<file path="config.mk">
export PLATFORM = sky130hd
export DESIGN_NAME = chte_queue
export DESIGN_NICKNAME = d
export VERILOG_FILES = /design/src/rtl/chte_pkg.sv /design/src/rtl/chte_queue.sv
export SDC_FILE = /design/constraint.sdc
export NUM_CORES = 1
export LEC_CHECK = 0
export BUFFER_PORTS_ARGS = -buffer_cell sky130_fd_sc_hd__buf_2
export CAP_MARGIN = 0
export CORE_MARGIN = 2
export CORE_UTILIZATION = 35
export DETAILED_ROUTE_END_ITERATION = 8
export SLEW_MARGIN = 20
export SYNTH_ARGS = -nofsm -noshare
export SYNTH_HDL_FRONTEND = slang
export SYNTH_SLANG_ARGS = --single-unit
</file>
<file path="constraint.sdc">
create_clock -name clock -period 14.3 [get_ports clock]
set_clock_uncertainty 0.2 [all_clocks]
set_input_delay 2.145 -clock clock [delete_from_list [all_inputs] [get_ports clock]]
set_output_delay 2.145 -clock clock [all_outputs]
set_load 0.02 [all_outputs]
</file>
<file path="src/rtl/chte_pkg.sv">
// chte_pkg: shared types and constants for the chained hash table engine
// no dependencies; imported by every module of the block
package chte_pkg;

   // fixed field widths
   localparam int KEY_W        = 64;
   localparam int VAL_W        = 32;
   localparam int OP_W         = 2;
   localparam int TS_W         = 7;
   localparam int ENTRY_W      = 7;
   localparam int KEY_MAX      = 16;
   localparam int BUCKET_MAX_W = 12;
   localparam int SUM_MAX_W    = 12;

   // table size after reset
   localparam logic [TS_W-1:0] TS_RESET = 7'd64;

   // opcodes; every other code searches
   localparam logic [OP_W-1:0] OP_INSERT = 2'd1;
   localparam logic [OP_W-1:0] OP_DELETE = 2'd2;

   // one classified transaction handed from front to back
   typedef struct packed {
      logic [OP_W-1:0]         op;
      logic [KEY_W-1:0]        key_low;
      logic [KEY_W-1:0]        key_high;
      logic signed [VAL_W-1:0] value;
      logic [BUCKET_MAX_W-1:0] bucket;
   } work_type;

   // back part status seen by the top level
   typedef struct packed {
      logic clearing;
      logic empty;
   } back_status_type;

   typedef enum logic [1:0] {
      F_IDLE,
      F_SUM,
      F_DIV,
      F_PUSH
   } front_state_type;

   typedef enum logic [3:0] {
      B_CLEAR,
      B_IDLE,
      B_HEAD,
      B_NODE,
      B_DECIDE,
      B_POP,
      B_LINK,
      B_LINKP
   } back_state_type;

endpackage

</file>
<file path="src/rtl/chte_queue.sv">
// chte_queue: two-entry queue of classified transactions between front and back
// depends on chte_pkg for the transaction type
module chte_queue import chte_pkg::*; (
   input  logic     clock,
   input  logic     reset,
   input  logic     push,
   input  work_type push_data,
   output logic     full,
   input  logic     pop,
   output logic     pop_valid,
   output work_type pop_data
);

   work_type   slot_ff [2];
   logic       wr_ff, wr_in, rd_ff, rd_in;
   logic [1:0] cnt_ff, cnt_in;

   assign full      = (cnt_ff == 2'd2);
   assign pop_valid = (cnt_ff != 2'd0);
   assign pop_data  = slot_ff[rd_ff];

   // pointer and fill update
   always_comb begin
      wr_in  = wr_ff ^ push;
      rd_in  = rd_ff ^ pop;
      cnt_in = cnt_ff + 2'(push) - 2'(pop);
   end

   always_ff @(posedge clock) begin
      if (reset) begin
         wr_ff  <= 1'b0;
         rd_ff  <= 1'b0;
         cnt_ff <= 2'd0;
      end else begin
         wr_ff  <= wr_in;
         rd_ff  <= rd_in;
         cnt_ff <= cnt_in;
      end
   end

   always_ff @(posedge clock) begin
      if (push) slot_ff[wr_ff] <= push_data;
   end

endmodule

</file>
==> results of run 1 <==
[cell type report]
type	count	area [um2]
diodes	3	7.51
clock buffers	51	1030
clock inverters	13	96.3
fillers	3202	20200
inverters	3	11.3
multi-input cells	186	2100
flip-flops and latches	352	10500
well taps	468	586
repair buffers	359	1810
[placed cells by master (no fill, tap or decap), drive strengths merged]
cell type | netlist | layout
dfxtp | 4 | 4
diode | 0 | 3
xnor2 | 1 | 1
clkinvlp | 0 | 1
edfxtp | 348 | 348
xnor3 | 1 | 1
inv | 3 | 5
clkinv | 0 | 9
buf | 19 | 359
bufinv | 0 | 1
nor2 | 3 | 3
ha | 4 | 4
nor2b | 2 | 2
mux2 | 174 | 174
or2 | 1 | 1
clkbuf | 0 | 51
[state kept, by name, indices dropped and copies added, names as in the netlist]
| register | count |
|---|---|
| rd_ff | 1 |
| wr_ff | 1 |
| slot_ff | 348 |
| cnt_ff | 2 |
[report_power, final]
part           internal, uW  total [uW]  switching, uW
clock                   523         896            373
combinational           115         285            171
sequential             1210        1230           19.2
total                  1840        2410            563
[critical path, cell delays in order (launching register included)]
cell	delay, ns
dfxtp_4	0.85
buf_4	0.85
mux2_2	0.44
buf_2	0.16
[layer usage]
layer  wire [um]  GRT usage, %
met1       10400          15.7
met2       12900          22.2
met3        1870          4.44
met4         924          6.64
met5          17             0
[cells by family after synthesis]
logic type	Yosys count
muxes	174
xor gates and xnor gates	2
adders and majority gates	4
DFF	352
and+or+nand+nor	6
buffers and inverters	22
[metrics by stage]
| stage | hold WS [ns] | util, % | setup slack, ns |
|---|---|---|---|
| 4_1_cts | 0.417 | 44.5 | 8.87 |
| 2_1_floorplan | 0.319 | - | 7.36 |
| 3_5_place_dp | 0.408 | 41.4 | 9.49 |
| 3_3_place_gp | 0.393 | 41.4 | 9.50 |
| 6_report | 0.410 | 44.5 | 8.97 |
| 5_1_grt | 0.449 | 44.5 | 8.78 |
[final timing paths]
kind / end / depth (start not counted) / slack (ns) / start
worst max-delay path: pop_data[21] / 3 / 8.97 / rd_ff
worst min-delay path: wr_ff / 3 / 0.41 / wr_ff
worst max register to register: slot_ff[1][130] / 2 / 11.84 / wr_ff
worst min register to register: wr_ff / 3 / 0.41 / wr_ff
==> flow_summary.toml, run 1 <==
[sta]
tightest_slew_ns = 1.03
slew_violations = 0
setup_viol = 0
fin_crit_ns = 5.33
period_share_pct = 37.2
finalHoldViolCount = 0
maxSlewHeadroom_pct = 31.0
setup-tns-final_ns = 0
rsz0062_at_grt = "false"
clock.fmax_ghz = 0.188

[clock_tree]
post_cts_buffers = 0
cts-htree-levels = 2
clock_sinks = 352
numCtsBuffers = 38
clk_latency_ns = 0.53
ctsHoldBuffers = 0
cts_resized = 0
clock_path_buffers = 3
cts-root-buf = "clkbuf_16"
cts_tree = "yes"
clk_pin_slew_ns = 0.06

[yosys]
synth_xor_xnor_area_share_pct = 0.244
yosys.area.top_type = "edfxtp_1"
syn-num-nets = 742
synthArstFlopShare_pct = 0
synth_seq_cells = 352
synth_flop_cell = "edfxtp_1"
netlist_area_um2 = 12800
ys_warn_count = 0
yosys.area_share.adder_pct = 0.391
synth_top_area_share_pct = 81.6
synth_compound_area_share_pct = 0
synth.distinct_cells = 13
yosysMostFrequentCell = "edfxtp_1"
synth.area.mux_share_pct = 15.3
ys_seq_area_share_pct = 82.2
synth_edf_count = 348
synthesis.instances = 560
synth_top_family_by_area = "multiplexers"
yosys-top-cells-count = "edfxtp_1, mux2_2, buf_6"
avgSynthCellArea_um2 = 22.9
yosys-top-cells-area = "edfxtp_1, mux2_2, buf_6"
yosys.area_share.simple_pct = 0.234

[detailed_routing]
drt_iter0_drc = 265
ant_nets = 0
viasPerCell = 4.52
firstDrtPassIters = 6
wl_per_cell_um = 18.2
vias = 6481
drc = 0
routed_wl_mm = 26.1

[power]
p_leak_uw = 0.00599
p_per_area_nw_per_um2 = 149
finalPower_uw = 2410
max-vdd-ir-drop_uv = 94.9

[place]
gp_congestion = 0.741
place_inst = 1368
io_buffers = 353
place_area_um2 = 15000
hpwl_mm = 17.1

[die]
rows = 70
initial_core_util_pct = 35.2
die_h_um = 195
dieWidth_um = 195
dieArea_um2 = 38100
core_um2 = 36300
io_pins = 354

[setup_path]
endpoint_kind = "output pin"
crit_fanout = 76
startpoint_type = "register"
worstPathArrival_ns = 2.98
path_class = "register to output pin"
worstPathRequired_ns = 11.95

[layout]
drive_above_1_share_pct = 60.7
nets = 1122
fin_cells = 1435
final_area_um2 = 16200
syn_to_final_growth_pct = 26.3

[outcome]
status = "finished clean"

[global_routing]
grt.overflow.total = 0
grt_pass1_wl_mm = 38.9
grt_pass1_vias = 6682
antenna_found_initial = 4
grt_max_degree = 77
grt.total_usage_pct = 13.4

[hold_path]
hp-class = "register to register"

[run]
maxCapViolations = 0
No activity file was read; power rests on OpenSTA's default activity.
==> run 2, diff against run 1 <==
clock period = 4.6 ns   (was 14.3 ns; I/O delays follow)
==> run 2 against run 1 <==
First-iteration DRC count decreased by 32%. Critical path depth unchanged. Critical endpoint is now pop_data[0]. Via count increased by 0.28%. Combinational power increased to 3.2 times the previous value. Sequential share of layout area decreased by 0.23 points. Critical path type unchanged. Clock power increased to 3.0 times the previous value. Die area unchanged. Register-to-register slack got worse by 9.4 ns. Sequential power increased to 3.1 times the previous value. Global-route usage decreased by 0.12 points. Flip-flop and latch count unchanged. Highest routed layer is now met4.
==> flow_summary.toml, run 2 (synthesis results as in run 1) <==
[setup_path]
r2r-start = "wr_ff"
worstPathRequired_ns = 3.71
endpoint_kind = "output pin"
path_class = "register to output pin"
startpoint_type = "register"
cp-startpoint = "rd_ff"
worstPathArrival_ns = 2.39
crit_fanout = 64
reg2regPathDepth = 3

[power]
p_leak_uw = 0.00601
p_per_area_nw_per_um2 = 455
finalPower_uw = 7390
max-vdd-ir-drop_uv = 338

[layout]
drive_above_1_share_pct = 60.9
largest_reg_flops = 348
top_register = "slot_ff"
nets = 1126
layout_common_cells = "buf_2, edfxtp_1, mux2_2"
largestRegisters = "slot_ff (348), cnt_ff (2)"
final_area_um2 = 16200
syn_to_final_growth_pct = 26.7
final_common_cell = "buf_2"

[clock_tree]
ctsHoldBuffers = 0
clk_latency_ns = 0.52
clock_sinks = 352
clk_pin_slew_ns = 0.06
clock_path_buffers = 3
numCtsBuffers = 37
cts-htree-levels = 2
post_cts_buffers = 0
cts-root-buf = "clkbuf_16"
cts_resized = 0
cts_tree = "yes"

[place]
gp_congestion = 0.716
dp_slack_ns = 1.81
place_area_um2 = 15200
hpwl_mm = 17.1
io_buffers = 353

[global_routing]
grt.total_usage_pct = 13.3
antenna_found_initial = 2
grt.overflow.total = 0
grt_max_degree = 65
grt_pass1_vias = 6961
grt_pass1_wl_mm = 38.6

[sta]
worst_slack_ns = 1.32
finalHoldWorstSlack_ns = 0.149
maxSlewHeadroom_pct = 39.8
finalHoldViolCount = 0
fin_crit_ns = 3.28
rsz0062_at_grt = "false"
period_share_pct = 71.4
clock.fmax_ghz = 0.305
setup-tns-final_ns = 0
setup_viol = 0
tightest_slew_ns = 0.904
slew_violations = 0

[detailed_routing]
drc = 0
viasPerCell = 4.52
drt_iter0_drc = 181
routed_wl_mm = 25.9
ant_nets = 0
firstDrtPassIters = 4
wl_per_cell_um = 18.0
vias = 6499

[die]
dieArea_um2 = 38100
dieWidth_um = 195
io_pins = 354
rows = 70
initial_core_util_pct = 35.2
die_h_um = 195
core_um2 = 36300

[hold_path]
hp-start = "push_data[75]"
holdPathStages = 1
hp-class = "primary input to register"

[outcome]
status = "finished clean"

[run]
maxCapViolations = 0
[run 2: changes by cell type in the layout (fill, tap and decap cells not counted), sizes merged]
cell,before,now
buf,359,364
clkbuf,51,47
clkinv,9,12
inv,5,3
[run 2: final timing paths]
path                                        to  slack [ns]
worst max-delay path               pop_data[0]        1.32
worst min-delay path            slot_ff[1][75]        0.15
worst max register to register  slot_ff[0][92]        2.49
worst min register to register           wr_ff        0.41
[run 2: final cells by class]
class | count | area (um2)
antenna | 3 | 7.51
clock buffer | 47 | 973
clock inverter | 14 | 97.6
fill | 3247 | 20100
inverter | 3 | 11.3
multi-input combinational | 186 | 2100
sequential | 352 | 10500
tap | 468 | 586
timing repair buffer | 364 | 1920
[run 2: worst max-delay path, cell delays in order, from the launching register on]
cell and delay [ns]:
dfxtp_4 0.83, buf_12 0.40, mux2_2 0.39, buf_2 0.16
[run 2: report_power, final]
group | total, uW | leakage, uW | switching (uW) | internal (uW)
registers | 3810 | 0.00330 | 59.6 | 3750
logic | 906 | 0.00219 | 535 | 371
clock network | 2680 | 0.000521 | 1130 | 1540
[run 2: layer usage]
layer / wire (um) / vias to the layer above / share of wire [%] / global-route usage [%]
met5: 0 / - / 0 / 0
met4: 862 / 0 / 3.3 / 5.26
met3: 2200 / 60 / 8.5 / 5.53
met2: 12700 / 235 / 49 / 22.3
met1: 10100 / 3197 / 39 / 15.0
li1: - / 3007 / - / -
[run 2: per-stage QoR]
stage          std cells  util, %
6_report            1437     44.7
5_1_grt             1436     44.6
4_1_cts             1434     44.6
3_5_place_dp        1373     41.7
3_3_place_gp        1373     41.7
2_1_floorplan        560        -
