$ cat src/rtl/chte_pkg.sv
// chte_pkg: shared types and constants for the chained hash table engine
// no dependencies; imported by every module of the block
package chte_pkg;

   // fixed field widths
   localparam int KEY_W        = 64;
   localparam int VAL_W        = 32;
   localparam int OP_W         = 2;
   localparam int TS_W         = 7;
   localparam int ENTRY_W      = 7;
   localparam int KEY_MAX      = 16;
   localparam int BUCKET_MAX_W = 12;
   localparam int SUM_MAX_W    = 12;

   // table size after reset
   localparam logic [TS_W-1:0] TS_RESET = 7'd64;

   // opcodes; every other code searches
   localparam logic [OP_W-1:0] OP_INSERT = 2'd1;
   localparam logic [OP_W-1:0] OP_DELETE = 2'd2;

   // one classified transaction handed from front to back
   typedef struct packed {
      logic [OP_W-1:0]         op;
      logic [KEY_W-1:0]        key_low;
      logic [KEY_W-1:0]        key_high;
      logic signed [VAL_W-1:0] value;
      logic [BUCKET_MAX_W-1:0] bucket;
   } work_type;

   // back part status seen by the top level
   typedef struct packed {
      logic clearing;
      logic empty;
   } back_status_type;

   typedef enum logic [1:0] {
      F_IDLE,
      F_SUM,
      F_DIV,
      F_PUSH
   } front_state_type;

   typedef enum logic [3:0] {
      B_CLEAR,
      B_IDLE,
      B_HEAD,
      B_NODE,
      B_DECIDE,
      B_POP,
      B_LINK,
      B_LINKP
   } back_state_type;

endpackage

$ cat src/rtl/chte_front.sv
// chte_front: accepts transactions, canonicalizes the key, sums its bytes and
// reduces the sum modulo the table size one bit per cycle; depends on chte_pkg
module chte_front import chte_pkg::*; #(
   parameter int BUCKETS   = 64,
   parameter int KEY_BYTES = 16
) (
   input  logic                    clock,
   input  logic                    reset,
   input  logic                    start,
   input  logic                    hold,
   output logic                    front_busy,
   input  logic [OP_W-1:0]         req_opcode,
   input  logic [KEY_W-1:0]        req_key_low,
   input  logic [KEY_W-1:0]        req_key_high,
   input  logic signed [VAL_W-1:0] req_new_value,
   input  logic [TS_W-1:0]         table_size,
   output logic                    push,
   output work_type                push_data,
   input  logic                    queue_full
);

   localparam int SUM_W = $clog2(KEY_BYTES * 255 + 1);
   localparam int DV_W  = $clog2(BUCKETS + 1);
   localparam int BC_W  = $clog2(SUM_W + 1);

   front_state_type state_ff, state_in;
   logic [OP_W-1:0]         op_ff;
   logic [KEY_W-1:0]        klo_ff, khi_ff, klo_in, khi_in;
   logic signed [VAL_W-1:0] val_ff;
   logic [SUM_W-1:0]        sum_ff, sum_in;
   logic [DV_W-1:0]         div_ff, div_in;
   logic [DV_W-1:0]         rem_ff, rem_in;
   logic [BC_W-1:0]         bit_ff, bit_in;
   logic                    accept;
   logic [DV_W:0]           shifted;
   logic [2*KEY_W-1:0]      key_all;
   logic [SUM_MAX_W-1:0]    lvl1 [8];
   logic [SUM_MAX_W-1:0]    lvl2 [4];
   logic [SUM_MAX_W-1:0]    lvl3 [2];
   logic [SUM_MAX_W-1:0]    total;

   assign accept     = start && !hold && (state_ff == F_IDLE);
   assign front_busy = (state_ff != F_IDLE);

   // canonical key: keep bytes up to the first zero byte and below the key length
   always_comb begin
      logic       alive;
      logic [7:0] b;
      alive  = 1'b1;
      klo_in = '0;
      khi_in = '0;
      for (int i = 0; i < KEY_MAX; i++) begin
         b     = (i < 8) ? req_key_low[8*i +: 8] : req_key_high[8*(i-8) +: 8];
         alive = alive && (b != 8'd0) && (i < KEY_BYTES);
         if (alive) begin
            if (i < 8) klo_in[8*i +: 8] = b;
            else       khi_in[8*(i-8) +: 8] = b;
         end
      end
   end

   // effective divisor: zero counts as one, clamp to the bucket count
   always_comb begin
      if (table_size == '0) begin
         div_in = DV_W'(1);
      end else if (32'(table_size) > BUCKETS) begin
         div_in = DV_W'(BUCKETS);
      end else begin
         div_in = DV_W'(table_size);
      end
   end

   // byte sum as an adder tree
   assign key_all = {khi_ff, klo_ff};

   always_comb begin
      for (int i = 0; i < 8; i++) begin
         lvl1[i] = SUM_MAX_W'(key_all[16*i +: 8]) + SUM_MAX_W'(key_all[16*i+8 +: 8]);
      end
      for (int i = 0; i < 4; i++) lvl2[i] = lvl1[2*i] + lvl1[2*i+1];
      for (int i = 0; i < 2; i++) lvl3[i] = lvl2[2*i] + lvl2[2*i+1];
      total = lvl3[0] + lvl3[1];
   end

   // restoring remainder step
   assign shifted = {rem_ff, sum_ff[SUM_W-1]};

   // sequencer
   always_comb begin
      state_in = state_ff;
      sum_in   = sum_ff;
      rem_in   = rem_ff;
      bit_in   = bit_ff;
      push     = 1'b0;
      unique case (state_ff)
         F_IDLE: begin
            if (accept) state_in = F_SUM;
         end
         F_SUM: begin
            sum_in   = SUM_W'(total);
            rem_in   = '0;
            bit_in   = '0;
            state_in = F_DIV;
         end
         F_DIV: begin
            sum_in = sum_ff << 1;
            if (shifted >= {1'b0, div_ff}) begin
               rem_in = DV_W'(shifted - {1'b0, div_ff});
            end else begin
               rem_in = DV_W'(shifted);
            end
            bit_in = bit_ff + 1'b1;
            if (bit_ff == BC_W'(SUM_W - 1)) state_in = F_PUSH;
         end
         F_PUSH: begin
            if (!queue_full) begin
               push     = 1'b1;
               state_in = F_IDLE;
            end
         end
         default: state_in = F_IDLE;
      endcase
   end

   always_comb begin
      push_data.op       = op_ff;
      push_data.key_low  = klo_ff;
      push_data.key_high = khi_ff;
      push_data.value    = val_ff;
      push_data.bucket   = BUCKET_MAX_W'(rem_ff);
   end

   // control state
   always_ff @(posedge clock) begin
      if (reset) begin
         state_ff <= F_IDLE;
      end else begin
         state_ff <= state_in;
      end
   end

   // payload
   always_ff @(posedge clock) begin
      if (accept) begin
         op_ff  <= req_opcode;
         klo_ff <= klo_in;
         khi_ff <= khi_in;
         val_ff <= req_new_value;
         div_ff <= div_in;
      end
      sum_ff <= sum_in;
      rem_ff <= rem_in;
      bit_ff <= bit_in;
   end

endmodule

$ cat config.mk
export PLATFORM = sky130hd
export DESIGN_NAME = chte_front
export DESIGN_NICKNAME = d
export VERILOG_FILES = /design/src/rtl/chte_pkg.sv /design/src/rtl/chte_front.sv
export SDC_FILE = /design/constraint.sdc
export NUM_CORES = 1
export LEC_CHECK = 0
export BUFFER_PORTS_ARGS = -buffer_cell sky130_fd_sc_hd__buf_2
export CAP_MARGIN = 25
export CORE_ASPECT_RATIO = 0.5
export CORE_UTILIZATION = 45
export DETAILED_ROUTE_END_ITERATION = 8
export PLACE_DENSITY = 0.72
export SLEW_MARGIN = 15
export SYNTH_ARGS = -nofsm -noshare
export SYNTH_HDL_FRONTEND = slang
export SYNTH_SLANG_ARGS = --single-unit
$ cat constraint.sdc
create_clock -name clock -period 9.1 [get_ports clock]
set_input_delay 0 -clock clock [delete_from_list [all_inputs] [get_ports clock]]
set_output_delay 0 -clock clock [all_outputs]
set_load 0.05 [all_outputs]
==> metrics.csv, run 1 <==
metric,value,unit
synthCells,865,
grt_pass1_vias,8765,
rows,40,
numCtsBuffers,17,
finalSetupViolCount,0,
area_growth,39.9,%
crit_fanout,3,
async_flop_share,0,
syn_avg_cell_area,12.9,um2
antenna_found_initial,2,
critPathLaunchType,flip-flop,
synth_seq_area_share,0.522,
detail-route-antenna-nets,0,
path_class,reg -> reg,
die-height,113,um
hold_class,in -> reg,
htree_num_levels,4,
drive_gt1_frac,0.283,
grt_max_degree,83,
vias,8446,
initial_core_util,0.461,
insertion_delay,0.45,ns
skew,0.0118,ns
required,9.26,ns
cts_buffer_depth,2,
tightest_slew,0.912,ns
rsz0062_at_grt,no,
cts_tree,done,
synth_flop_cell,edfxtp_1,
fp.dieW,224,um
root_buffer,clkbuf_16,
ys_ff_latch,194,
gr-total-overflow,0,
firstDrtPassIters,6,
grt_usage,0.260,
slew_viol_final,0,
period_share,0.638,
routed_wl,32.1,mm
fmax,172,MHz
ios,350,
dieArea,25400,um2
hold_viol_final,0,
detail_route.vias_per_cell,4.87,
dpl.hpwl,23.1,mm
cts.sinks,194,
end_kind,flip-flop,
yosys_warnings,0,
cts.clk_slew.worst_paths,0.07,ns
synthesis.area,11100,um2
status,"complete, no violations",
post_synth_num_cell_types,50,
finalSetupTns,0,ns
fin_crit,5.80,ns
grt_pass1_wl,48.7,mm
post-cts-setup-buffers,0,
drcViolationCount,0,
coreArea,24100,um2
fin_nets,1701,
critPathArrivalTime,5.96,ns
dr.first_iter.drc_count,596,
slew_headroom,0.392,
drv_cap,0,
synth_edf_count,192,
io_buffers,344,
avgRoutedWirePerCell,18.5,um
place.gp.congestion,0.866,
metal layers:
metal,part of all wire,vias to the layer above,track usage
li1,-,3839,-
met1,0.41,4159,0.331
met2,0.49,367,0.430
met3,0.061,81,0.0535
met4,0.037,0,0.122
met5,0,-,0
cells in the mapped netlist (6+ instances only):
cell type	count	share of area
a21oi_1	7	0.0031
buf_4	6	0.0040
clkbuf_1	19	0.0064
o21ai_0	17	0.0076
nor2b_1	11	0.0062
nor2_1	25	0.0084
ha_1	32	0.036
and2_1	105	0.059
nor3_1	6	0.0027
fa_1	109	0.20
edfxtp_1	192	0.52
and3_1	17	0.0096
nor4_1	29	0.016
nand2_1	25	0.0084
inv_1	203	0.068
cell type report:
class	instances	area [um2]
Timing Repair Buffer	524	3550
Tap cell	336	420
Clock inverter	14	148
Inverter	203	762
Sequential cell	194	5810
Antenna cell	2	5.00
Fill cell	1801	8550
Multi-Input combinational cell	446	4460
Clock buffer	17	425
per-stage QoR:
stage / instance area [um2] / hold WS [ns] / utilization / setup WS, ns / instances
floorplan: 11100 / 0.0721 / - / 0.550 / 869
global placement: 13200 / 0.177 / 0.547 / 3.45 / 1528
detailed placement: 13200 / 0.178 / 0.547 / 3.30 / 1528
finish: 15600 / 0.127 / 0.645 / 3.30 / 1736
global route: 15600 / 0.149 / 0.645 / 3.07 / 1736
CTS: 15500 / 0.100 / 0.643 / 3.29 / 1732
final timing paths:
path,from,end,slack [ns],cells past startpoint
worst max-delay path,khi_ff[2]$_SDFFCE_PN0P_,sum_ff[10]$_DFFE_PP_,3.30,18
worst min-delay path,start,khi_ff[56]$_SDFFCE_PN0P_,0.13,3
worst max register to register,khi_ff[2]$_SDFFCE_PN0P_,sum_ff[10]$_DFFE_PP_,3.30,18
worst min register to register,state_ff[0]$_SDFFE_PP0P_,state_ff[0]$_SDFFE_PP0P_,0.53,2
critical path, cell delays in order (launching register included):
cell	delay, ns
edfxtp_1	0.42
fa_1	0.55
inv_1	0.06
fa_1	0.56
inv_1	0.07
fa_1	0.46
fa_1	0.51
fa_1	0.55
inv_1	0.06
fa_1	0.52
inv_1	0.04
ha_1	0.25
fa_1	0.43
a21o_1	0.18
a21oi_1	0.26
o21ai_0	0.14
a31oi_1	0.21
xor2_1	0.15
o21ai_0	0.09
cells in the final DEF, fill, tap and decap left out, drive strengths merged, types with 4 or more instances in the layout:
cell / instances
a211oi: 5
a21oi: 8
and2: 105
and3: 18
buf: 351
clkbuf: 17
clkinv: 4
clkinvlp: 4
conb: 5
dlygate4sd3: 173
edfxtp: 192
fa: 109
ha: 32
inv: 208
nand2: 27
nor2: 26
nor2b: 11
nor3: 6
nor4: 30
o21ai: 18
xnor2: 5
xor2: 5
cell families (layout without fill, tap and decap cells):
family	Yosys count	in the layout	synth area share
compound gates	48	48	0.0282
xor+xnor	10	10	0.00787
fa+ha+maj	141	141	0.232
buf+inv	229	758	0.0799
flops	194	194	0.522
mux	6	6	0.00573
other cells	1	7	0.000337
simple gates	236	236	0.124
what timing repair did:
item	in CTS	in global routing
endpoints found under the hold margin	171	0
resized for setup	0	0
hold buffers	173	0
setup endpoints to repair	0	0
flip-flops by register name, summed over array words and instances (netlist names):
signal	count
op_ff	2
state_ff	2
sum_ff	12
bit_ff	4
val_ff	32
klo_ff	64
rem_ff	7
khi_ff	64
div_ff	7
Power of run 1 is not shown: default switching activity piles up to over one toggle a cycle in this logic, so the estimate is an artifact.
==> inputs of run 2 (changes only) <==
--- a/config.mk
+++ b/config.mk
@@ -10,7 +10,7 @@
 export CORE_ASPECT_RATIO = 0.5
 export CORE_UTILIZATION = 45
 export DETAILED_ROUTE_END_ITERATION = 8
-export PLACE_DENSITY = 0.72
+export PLACE_DENSITY = 0.75
 export SLEW_MARGIN = 15
 export SYNTH_ARGS = -nofsm -noshare
 export SYNTH_HDL_FRONTEND = slang
==> constraint.sdc (replaced) <==
create_clock -name clock -period 4.9 [get_ports clock]
set_input_delay 0 -clock clock [delete_from_list [all_inputs] [get_ports clock]]
set_output_delay 0 -clock clock [all_outputs]
set_load 0.05 [all_outputs]
==> run 2 against run 1 <==
  * The run now ends with setup timing left
  * Non-clock buffer count grew 92
  * Core utilization grew 3.3 points
  * Clock-buffer cell count increased by 2
  * Flip-flop and latch count is the same
  * Wire length increased by 6.7%
  * Critical path depth down 1
  * Die area unchanged
  * Highest routed layer unchanged
==> metrics.csv, run 2 (synthesis results as in run 1) <==
metric,value,unit
path_class,reg -> reg,
routed_wl,34.2,mm
final_common_cell,buf_2,
insertion_delay,0.46,ns
grt_max_degree,170,
finalSetupViolCount,6,
numCtsBuffers,17,
firstDrtPassIters,7,
area_growth,47.0,%
tightest_slew,1.03,ns
status,"finished, violations left",
slew_viol_final,0,
slew_headroom,0.316,
grt_usage,0.274,
crit_family,adder cells,
cts_tree,done,
dpl.hpwl,24.0,mm
coreArea,24100,um2
finalWorstSetupSlack,-0.436,ns
multi_input_area,4550,um2
required,5.07,ns
fillCellCount,1710,
detail_route.vias_per_cell,4.88,
io_buffers,344,
critPathArrivalTime,5.51,ns
final_cell_mix,"344 x buf_2, 194 x inv_1, 192 x edfxtp_1, 172 x dlygate4sd3_1, 106 x fa_1",
fmax,187,MHz
root_buffer,clkbuf_16,
rows,40,
drv_cap,0,
rsz0062_at_grt,yes,
cts.clk_slew.worst_paths,0.07,ns
critPathBufInv,4,
gr-total-overflow,0,
grt_pass1_vias,9384,
detail-route-antenna-nets,0,
critPathMostFrequentCell,fa_1,
final-seq-area,5810,um2
cpMaxStageDelayCell,fa_1,
cts_buffer_depth,2,
grt_pass1_wl,51.0,mm
htree_num_levels,4,
ios,350,
drcViolationCount,0,
antenna_found_initial,1,
dieArea,25400,um2
initial_core_util,0.461,
period_share,1.09,
crit_fanout,3,
cts.sinks,194,
violations,setup timing,
fin_nets,1793,
skew,0.0137,ns
end_kind,flip-flop,
drive_gt1_frac,0.342,
hold_viol_final,0,
slowest_delay,0.61,ns
die-height,113,um
hold_class,in -> reg,
fin_crit,5.34,ns
critPathLaunchType,flip-flop,
crit_path_cell_trace,"fa_1, inv_2, fa_1, inv_2, fa_1, fa_1, fa_1, inv_1, fa_1, inv_2, ha_4, a211oi_4, o21ai_2, a2111o_1, a31oi_1, xor2_1, o21ai_0",
place.gp.congestion,0.913,
dr.first_iter.drc_count,666,
vias,8921,
avgRoutedWirePerCell,18.7,um
reg_top3,"khi_ff x64, klo_ff x64, val_ff x32",
fp.dieW,224,um
final_util,0.678,
## run 2: cell types whose count changed in the layout (fill, tap and decap cells not counted), moves of 3 or more
| cell | before | now |
|---|---|---|
| buf_4 | 5 | 97 |
| fa_1 | 109 | 106 |
| fa_2 | 0 | 3 |
| ha_1 | 32 | 28 |
| ha_4 | 0 | 4 |
| inv_1 | 203 | 194 |
| inv_2 | 0 | 9 |
| o21ai_0 | 17 | 10 |
| o21ai_1 | 1 | 5 |
## run 2: timing repair
action / CTS / global route
hold buffers: 172 / 0
hold endpoints to repair: 171 / 0
gates resized for setup: 12 / 8
setup endpoints to repair: 6 / 8
pin swaps: 38 / 30
buffers inserted: 8 / 6
## run 2: layout make-up
class,instances,share of cell area
antenna,1,0.000153
clock buffer,19,0.0265
clock inverter,13,0.0106
inverter,203,0.0466
multi-input combinational,446,0.278
sequential,194,0.355
tap,336,0.0257
timing repair buffer,616,0.258
## run 2: final timing paths
| kind | slack, ns | to | cells past startpoint | start |
|---|---|---|---|---|
| max | -0.44 | sum_ff[11]$_DFFE_PP_ | 17 | khi_ff[4]$_SDFFCE_PN0P_ |
| min | 0.17 | state_ff[0]$_SDFFE_PP0P_ | 5 | start |
| max reg2reg | -0.44 | sum_ff[11]$_DFFE_PP_ | 17 | khi_ff[4]$_SDFFCE_PN0P_ |
| min reg2reg | 0.54 | sum_ff[6]$_DFFE_PP_ | 2 | sum_ff[5]$_DFFE_PP_ |
## run 2: worst reg2reg max path, stage by stage, from the launching register on
cell,delay (ns)
edfxtp_1,0.42
fa_1,0.61
inv_2,0.06
fa_1,0.54
inv_2,0.05
fa_1,0.50
fa_1,0.44
fa_1,0.55
inv_1,0.05
fa_1,0.51
inv_2,0.05
ha_4,0.17
a211oi_4,0.19
o21ai_2,0.12
a2111o_1,0.37
a31oi_1,0.17
xor2_1,0.17
o21ai_0,0.10
## run 2: through the flow
step	hold slack [ns]	setup TNS [ns]	std cells	setup WS, ns	instance area (um2)
finish	0.169	-2.09	1828	-0.436	16400
global route	0.170	-3.59	1827	-0.646	16400
CTS	0.130	-2.03	1822	-0.465	16300
detailed placement	0.179	-2.69	1610	-0.619	13900
global placement	0.176	-1.91	1609	-0.466	13900
floorplan	0.0721	-3.23	869	-0.679	11200
## run 2: metal layers
layer	share of wire	routed length [um]	global-route usage
met5	0	0	0
met4	0.040	1370	0.137
met3	0.066	2280	0.0704
met2	0.50	17200	0.468
met1	0.39	13300	0.324
Power of run 2 is left out for the same reason.
